### config.mk
export PLATFORM = sky130hd
export DESIGN_NAME = twoo_cordic
export DESIGN_NICKNAME = d
export VERILOG_FILES = /design/src/sv/twoo_pkg.sv /design/src/sv/twoo_cordic.sv
export SDC_FILE = /design/constraint.sdc
export NUM_CORES = 2
export LEC_CHECK = 0
export ABC_AREA = 1
export BUFFER_PORTS_ARGS = -buffer_cell sky130_fd_sc_hd__buf_2
export CAP_MARGIN = 10
export CORE_MARGIN = 4
export CORE_UTILIZATION = 52
export CTS_CLUSTER_SIZE = 14
export DETAILED_ROUTE_END_ITERATION = 10
export PLACE_DENSITY_LB_ADDON = 0.12
export SYNTH_ARGS = -nofsm -noshare
export SYNTH_HDL_FRONTEND = slang
export SYNTH_SLANG_ARGS = --single-unit
### constraint.sdc
create_clock -name clock -period 30 [get_ports clock]
set_input_delay 3 -clock clock [delete_from_list [all_inputs] [get_ports clock]]
set_output_delay 3 -clock clock [all_outputs]
set_load 0.01 [all_outputs]
### src/sv/twoo_pkg.sv
`default_nettype none
package twoo_pkg;
   localparam int COEF_BITS_DEF      = 21;
   localparam int CORDIC_STEPS_DEF   = 24;
   localparam int POSE_FRAC_BITS_DEF = 16;
   localparam int ROW_BITS           = 63;
   localparam int ADDR_BITS          = 6;
   localparam logic [31:0] INV_GAIN_Q31 = 32'd1304065748;

   typedef enum logic [ADDR_BITS-1:0] {
      REG_ROW_X = 6'd0, REG_ROW_Y = 6'd8, REG_ROW_TURN = 6'd16,
      REG_LIN_SHIFT = 6'd24, REG_TURN_SHIFT = 6'd32
   } reg_addr_type;

   localparam logic OP_UPDATE = 1'b0;
   localparam logic OP_REFER  = 1'b1;

   // arctangent table, binary-angle units
   function automatic logic [31:0] atan_units(input logic [4:0] i);
      logic [31:0] t [32];
      t = '{32'h20000000, 32'h12E4051E, 32'h09FB385B, 32'h051111D4,
            32'h028B0D43, 32'h0145D7E1, 32'h00A2F61E, 32'h00517C55,
            32'h0028BE53, 32'h00145F2F, 32'h000A2F98, 32'h000517CC,
            32'h00028BE6, 32'h000145F3, 32'h0000A2FA, 32'h0000517D,
            32'h000028BE, 32'h0000145F, 32'h00000A30, 32'h00000518,
            32'h0000028C, 32'h00000146, 32'h000000A3, 32'h00000051,
            32'h00000029, 32'h00000014, 32'h0000000A, 32'h00000005,
            32'h00000003, 32'h00000001, 32'h00000001, 32'h00000000};
      return t[i];
   endfunction
endpackage
`default_nettype wire

### src/sv/twoo_cordic.sv
`default_nettype none
// Iterative CORDIC rotator with gain correction through one shared multiplier.
module twoo_cordic import twoo_pkg::*; #(
   parameter int CORDIC_STEPS = CORDIC_STEPS_DEF
) (
   input  wire logic        clock,
   input  wire logic        reset,
   input  wire logic        start,
   input  wire logic [39:0] x_in,
   input  wire logic [39:0] y_in,
   input  wire logic [31:0] angle,
   output logic             done,
   output logic [40:0]      x_out,
   output logic [40:0]      y_out
);
   localparam int XW = 44;
   typedef enum logic [2:0] {IDLE, ROT, MULX, MULY, FIN} state_type;

   state_type         state_ff;
   logic [4:0]        step_ff;
   logic signed [XW-1:0] cx_ff, cy_ff;
   logic signed [33:0]   z_ff;
   logic [63:0]       prod_hi_ff;
   logic [1:0]        part_ff;
   logic [40:0]       mag_ff;
   logic              neg_ff;
   logic [40:0]       rx_ff;

   logic signed [33:0]   z0;
   logic signed [XW-1:0] sx, sy;
   logic [40:0]          mag_x, mag_y;
   logic [52:0]          mul_a;
   logic [63:0]          r_full;
   logic [63:0]          b_lo;

   always_comb begin
      z0    = 34'(signed'(angle));
      sx    = cx_ff >>> step_ff;
      sy    = cy_ff >>> step_ff;
      mag_x = cx_ff[XW-1] ? 41'(-cx_ff) : 41'(cx_ff);
      mag_y = cy_ff[XW-1] ? 41'(-cy_ff) : 41'(cy_ff);
      // shared multiplier: high and low halves of the magnitude in turn
      mul_a = (part_ff == 2'd0) ? 53'(mag_ff[40:20]) : 53'(mag_ff[19:0]);
      b_lo  = 64'(mul_a) * 64'(INV_GAIN_Q31);
      r_full = (prod_hi_ff >> 11) +
         ((((prod_hi_ff & 64'h7FF) << 20) + b_lo + (64'd1 << 30)) >> 31);
   end

   always_ff @(posedge clock) begin
      if (reset) begin
         state_ff <= IDLE;
         done     <= 1'b0;
      end else begin
         done <= (state_ff == FIN);
         case (state_ff)
            IDLE: if (start) begin
               // fold angles beyond a quarter turn
               if (z0 > 34'sd1073741824 || z0 < -34'sd1073741824) begin
                  cx_ff <= -XW'(signed'(x_in));
                  cy_ff <= -XW'(signed'(y_in));
                  z_ff  <= (z0 > 0) ? z0 - 34'sd2147483648 : z0 + 34'sd2147483648;
               end else begin
                  cx_ff <= XW'(signed'(x_in));
                  cy_ff <= XW'(signed'(y_in));
                  z_ff  <= z0;
               end
               step_ff  <= '0;
               state_ff <= ROT;
            end
            ROT: begin
               if (!z_ff[33]) begin
                  cx_ff <= cx_ff - sy;
                  cy_ff <= cy_ff + sx;
                  z_ff  <= z_ff - 34'(atan_units(step_ff));
               end else begin
                  cx_ff <= cx_ff + sy;
                  cy_ff <= cy_ff - sx;
                  z_ff  <= z_ff + 34'(atan_units(step_ff));
               end
               step_ff <= step_ff + 5'd1;
               if (32'(step_ff) == CORDIC_STEPS - 1) begin
                  state_ff <= MULX;
                  part_ff  <= 2'd2;
               end
            end
            MULX, MULY: begin
               if (part_ff == 2'd2) begin
                  // capture x magnitude once the last step has settled
                  mag_ff  <= mag_x;
                  neg_ff  <= cx_ff[XW-1];
                  part_ff <= 2'd0;
               end else if (part_ff == 2'd0) begin
                  prod_hi_ff <= b_lo;
                  part_ff    <= 2'd1;
               end else begin
                  part_ff <= 2'd0;
                  if (state_ff == MULX) begin
                     rx_ff    <= neg_ff ? 41'(-r_full) : 41'(r_full);
                     mag_ff   <= mag_y;
                     neg_ff   <= cy_ff[XW-1];
                     state_ff <= MULY;
                  end else begin
                     x_out    <= rx_ff;
                     y_out    <= neg_ff ? 41'(-r_full) : 41'(r_full);
                     state_ff <= FIN;
                  end
               end
            end
            FIN: begin
               state_ff <= IDLE;
            end
            default: state_ff <= IDLE;
         endcase
      end
   end

   // done is a one-cycle pulse out of the final state
   a_done_pulse: assert property (@(posedge clock) disable iff (reset)
      done |-> state_ff == IDLE && !$past(done)) else $error("done not single");
   a_start_idle: assert property (@(posedge clock) disable iff (reset)
      $past(state_ff) == IDLE && $past(start) && !$past(reset) |-> state_ff == ROT)
      else $error("start missed");
   a_step_range: assert property (@(posedge clock) disable iff (reset)
      state_ff == ROT |-> 32'(step_ff) < CORDIC_STEPS) else $error("step overrun");
endmodule
`default_nettype wire

Yosys cells after proc, flatten, opt, wreduce, memory -nomap -nowiden
Memories as Yosys holds them, arrays and structs flattened. Index checks and enable logic that the tools add are counted.

Bits in registers: 348. Memory bits (read-only): 1024. Output and inout bits: 83. Logic and storage cells: 105. Memories kept: 1.

Memories: (no name shown) (words 32, width 32, rd ports 1, clocked after memory_dff 0, write ports 0, line twoo_pkg.sv:29) `return t[i];`.

Add/subtract/negate cells: 17. Multiply operators: 1. Order comparisons: 4. Equal/unequal tests: 11. Shift operators: 2. Multiplexer cells: 37. Bitwise operators: 5. Reduce and logical (&&, ||, !) cells: 14.

Operators by type and width (count): two-way mux 44 bit (6); two-way mux 41 bit (6); case mux 44 bit (2 select lines) (2); two-way mux 34 bit (4); negation 41 bit (3); adder 44 bit (2); negation 40 -> 44 bit (2); >>> shifter 44 x 5 -> 44 bit (2); subtractor 44 bit (2); case mux 34 bit (2 select lines) (1); two-way mux 32 bit (2); adder 53 x 31 -> 54 bit (second input constant) (1); adder 31 x 52 -> 53 bit (1); multiplier 21 x 29 -> 50 bit (second input constant) (1); adder 41 x 23 -> 41 bit (1); adder 32 x 33 -> 34 bit (second input constant) (1); adder 34 x 32 -> 34 bit (1); subtractor 32 x 33 -> 34 bit (second input constant) (1); subtractor 34 x 32 -> 34 bit (1); > comparator 32 x 1 -> 1 bit (second input constant) (1); > comparator 32 bit (second input constant) (1); < comparator 32 x 31 -> 1 bit (second input constant) (1); two-way mux 21 bit (1); two-way mux 3 bit (5); 24 further kinds (42).

Depth between registers and ports, before layout
Depth after elaboration: 8. Mapped depth: 64.

Worst setup path before layout
OpenSTA, ideal clock, no wires.

Path type: input port to flip-flop. Start: input start. End: register cx_ff[0] (enable). Setup time: 1.289 ns. Arrival time: 22.631 ns. Path slack: 6.080 ns. Stages on the path: 2. Path buffers: 0. Path through: inv_1 > a2111oi_0.

Word-level cells in the longest chain between the ends: 2.

RTL lines: start: declaration (line twoo_cordic.sv:8) `input wire logic start,`; != test 2 bit (no line); AND reduction 3 bit (no line); end signal: assignment (line twoo_cordic.sv:59) `cx_ff <= -XW'(signed'(x_in));`; end signal: assignment (line twoo_cordic.sv:63) `cx_ff <= XW'(signed'(x_in));`; end signal: assignment (line twoo_cordic.sv:72) `cx_ff <= cx_ff - sy;`; end: declaration (line twoo_cordic.sv:21) `logic signed [XW-1:0] cx_ff, cy_ff;`.

Every way passes these cells. A chain may end at the register's enable or synchronous reset.

Final worst setup path
Start: register part_ff[1]. End: register rx_ff[37], data pin.

Word-level cells in the longest chain between the ends: 8.

RTL lines: start: declaration (line twoo_cordic.sv:24) `logic [1:0] part_ff;`; start signal: assignment (line twoo_cordic.sv:83) `part_ff <= 2'd2;`; start signal: assignment (line twoo_cordic.sv:91) `part_ff <= 2'd0;`; start signal: assignment (line twoo_cordic.sv:94) `part_ff <= 2'd1;`; logical NOT 2 bit * (line twoo_cordic.sv:43) `mul_a = (part_ff == 2'd0) ? 53'(mag_ff[40:20]) : 53'(mag_ff[19:0]);`; two-way mux 21 bit * (line twoo_cordic.sv:43); multiplier 21 x 29 -> 50 bit * (line twoo_cordic.sv:44) `b_lo = 64'(mul_a) * 64'(INV_GAIN_Q31);`; named net b_lo[29] (line twoo_cordic.sv:34) `logic [63:0] b_lo;`; adder 31 x 52 -> 53 bit * (line twoo_cordic.sv:46) `((((prod_hi_ff & 64'h7FF) << 20) + b_lo + (64'd1 << 30)) >> 31);`; adder 53 x 31 -> 54 bit * (line twoo_cordic.sv:46); adder 41 x 23 -> 41 bit * (line twoo_cordic.sv:45) `r_full = (prod_hi_ff >> 11) +`; negation 41 bit (line twoo_cordic.sv:98) `rx_ff <= neg_ff ? 41'(-r_full) : 41'(r_full);`; two-way mux 41 bit * (line twoo_cordic.sv:98); end signal: assignment (line twoo_cordic.sv:98); end: declaration (line twoo_cordic.sv:27) `logic [40:0] rx_ff;`.

Mark *: on every way through the listed nets, which the timed path passes. The rest lies on a longest branch.

==> metrics <==
Die Ht 313 µm; area grow syn2layout 7.23%; commonest non-fill, non-tap cell in the layout nand2_1; Initial Util 52.5%; Layout Cells excl Fill ~8500; Tmin final 12.52 ns; CTS resizes 0; clk buf depth 3; Critical Path RT 30.36 ns; Unique masters post-synth 64; final layout net count around 8000; WS Path Type register to register; CTS root buffer clkbuf_16; Yosys reg bits 348; post-route ant nets 0; # port buffers ~200; maximum clock rate 79.8 MHz; initial antenna violation count 4; Initial DRC Count between 5000 and 6000; Worst Reg-to-Reg Cells 52; part of the Yosys area used for sequential elements approximately 22%; Routed WL 177000 µm; TritonCTS clock tree done; Syn Inst Count 7091; mux contribution to synthesized area 0%; I/O pin cnt about 200; pre-CTS setup slack between 15 and 20 ns; H-tree Lvls 2; total CTS buffers 43; max-slew violations 0; CP Capture Type register; All-Layer GR Usage 35.1%; EDFF count, synth 344; commonest cells after routing, fill and taps aside nand2_1, inv_1, nand3_1; most frequent cell on the critical path nand2_1; layout cells sized above 1 5.37%; crit path DAT 12.89 ns; core area 91800 µm²; num rows 111; post-DR vias/cell roughly 5.8; Synth Area in Adders about a fifth; GRT overflow 0; Clock Sink Count 348; worst slew pin tran 1.24 ns; fin worst setup slack 17.48 ns; Die Area 97700 µm²; Netlist Area Pre-Place 48200 µm²; final worst-path cycle share 41.7%; vias in the first global route 46300; largest net degree at the start of global routing 128; final hold vios 0; compound-gate portion of the synthesized area 12.5%; Avg Inst Size Synth 6.80 µm²; Final GP Congestion 1.03; Syn Nets 7838; Min-Delay Path Class register to register; setup bufs post-CTS 0; Pre-Repair DR Iteration Count 6; slew margin rel. 17.2%; Die W 313 µm; Primary FF master, synth edfxtp_1; Critical Path Fanout Max 32; Crit-path slowest cell fa_1; unrepaired setup endpoints after global routing false; post-route setup TNS 0 ns; status finished, final reports clean; Yosys Warn Count 0; Post-Synth Simple-Gate Area 30.6%; Clock Skew 0.0374 ns; DRC 0; # setup viols final 0; combinational family with the most area after synthesis simple AND/OR/NAND/NOR gates; ys async rst share 0%; Largest stage delay, worst path approximately 0.6 ns; hpwl dp roughly 140000 µm; CTS Hold Buffers Added 0; Clock Latency Late Sink 0.62 ns; XOR/XNOR Fraction of Synth Area 5.12%; via count 48800; max cap viols 0; WL/cell 20.9 µm; critical path startpoint category register; placed cells around 8400; hold depth 0; clock transition at the registers of the reported paths 0.06 ns; first-pass GRT wire length 268000 µm
## state kept, by name, summed over array words and instances (netlist names), 5 cells and up
| signal | count |
|---|---|
| y_out | 41 |
| x_out | 41 |
| z_ff | 34 |
| cy_ff | 44 |
| rx_ff | 41 |
| cx_ff | 44 |
| mag_ff | 41 |
| prod_hi_ff | 50 |
| step_ff | 5 |
## worst paths after layout
kind	from	to	slack [ns]
worst max-delay path	part_ff[1]	rx_ff[37]	17.48
worst min-delay path	rx_ff[14]	x_out[14]	0.41
worst max register to register	part_ff[1]	rx_ff[37]	17.48
worst min register to register	rx_ff[14]	x_out[14]	0.41
## critical path: cells and delay by family, from the launching register on
| family | cells | cell delay (ns) |
|---|---|---|
| AOI/OAI and AO/OA | 6 | 1.14 |
| xor gates and xnor gates | 2 | 0.63 |
| and+or+nand+nor | 25 | 3.55 |
| buffers and inverters | 8 | 1.30 |
| adders and majority gates | 11 | 5.21 |
| DFF | 1 | 0.42 |
## cell usage after synthesis, drive strengths merged (28+ instances only)
cell type	number	area share (%)
nand2	1784	14
nor4	31	0.43
xor2	183	3.4
nor3	129	1.4
nor2	687	5.5
clkbuf	99	0.77
ha	379	9.8
o211ai	28	0.44
inv	1068	8.3
nand3	718	7.5
a21oi	399	4.1
a31oi	66	0.86
nand4	75	0.97
edfxtp	344	21
o21ai	474	5.0
xnor2	97	1.8
fa	253	11
buf	77	0.81
## final cells by class
type | count | area [µm²]
Fill cell | 9137 | 40100
Multi-Input combinational cell | 5499 | 33100
Sequential cell | 348 | 10400
Inverter | 1068 | 4010
Tap cell | 1243 | 1560
Timing Repair Buffer | 236 | 1290
Clock buffer | 45 | 1080
Clock inverter | 31 | 269
Antenna cell | 3 | 7.51
## through the flow
stage	cell area, µm²	utilization [%]	hold slack, ns
6_report	51700	56.3	0.414
5_1_grt	51700	56.3	0.427
4_1_cts	51700	56.3	0.418
3_5_place_dp	50400	54.9	0.405
3_3_place_gp	50400	54.9	0.402
2_1_floorplan	48200	-	0.400
## per-layer routing
layer	track usage, %	routed length (µm)	vias up
met3	4.91	14100	390
met1	46.3	73200	22700
met2	57.0	80000	2102
met4	17.2	9780	0
li1	-	-	23600
met5	0	0	-
## cell families (layout without fill, tap and decap cells)
family / count (synthesis) / in the layout
AO/OA/AOI/OAI: 1100 / 1100
buffers and inverters: 1244 / 1380
AND/OR/NAND/NOR: 3487 / 3487
other: 0 / 3
XOR/XNOR: 280 / 280
flip-flops: 348 / 348
adder cells (fa/ha/maj): 632 / 632
Power is left out: the tool's default activity adds up to more than one toggle a clock period on the data nets, which glitch-free logic cannot reach.
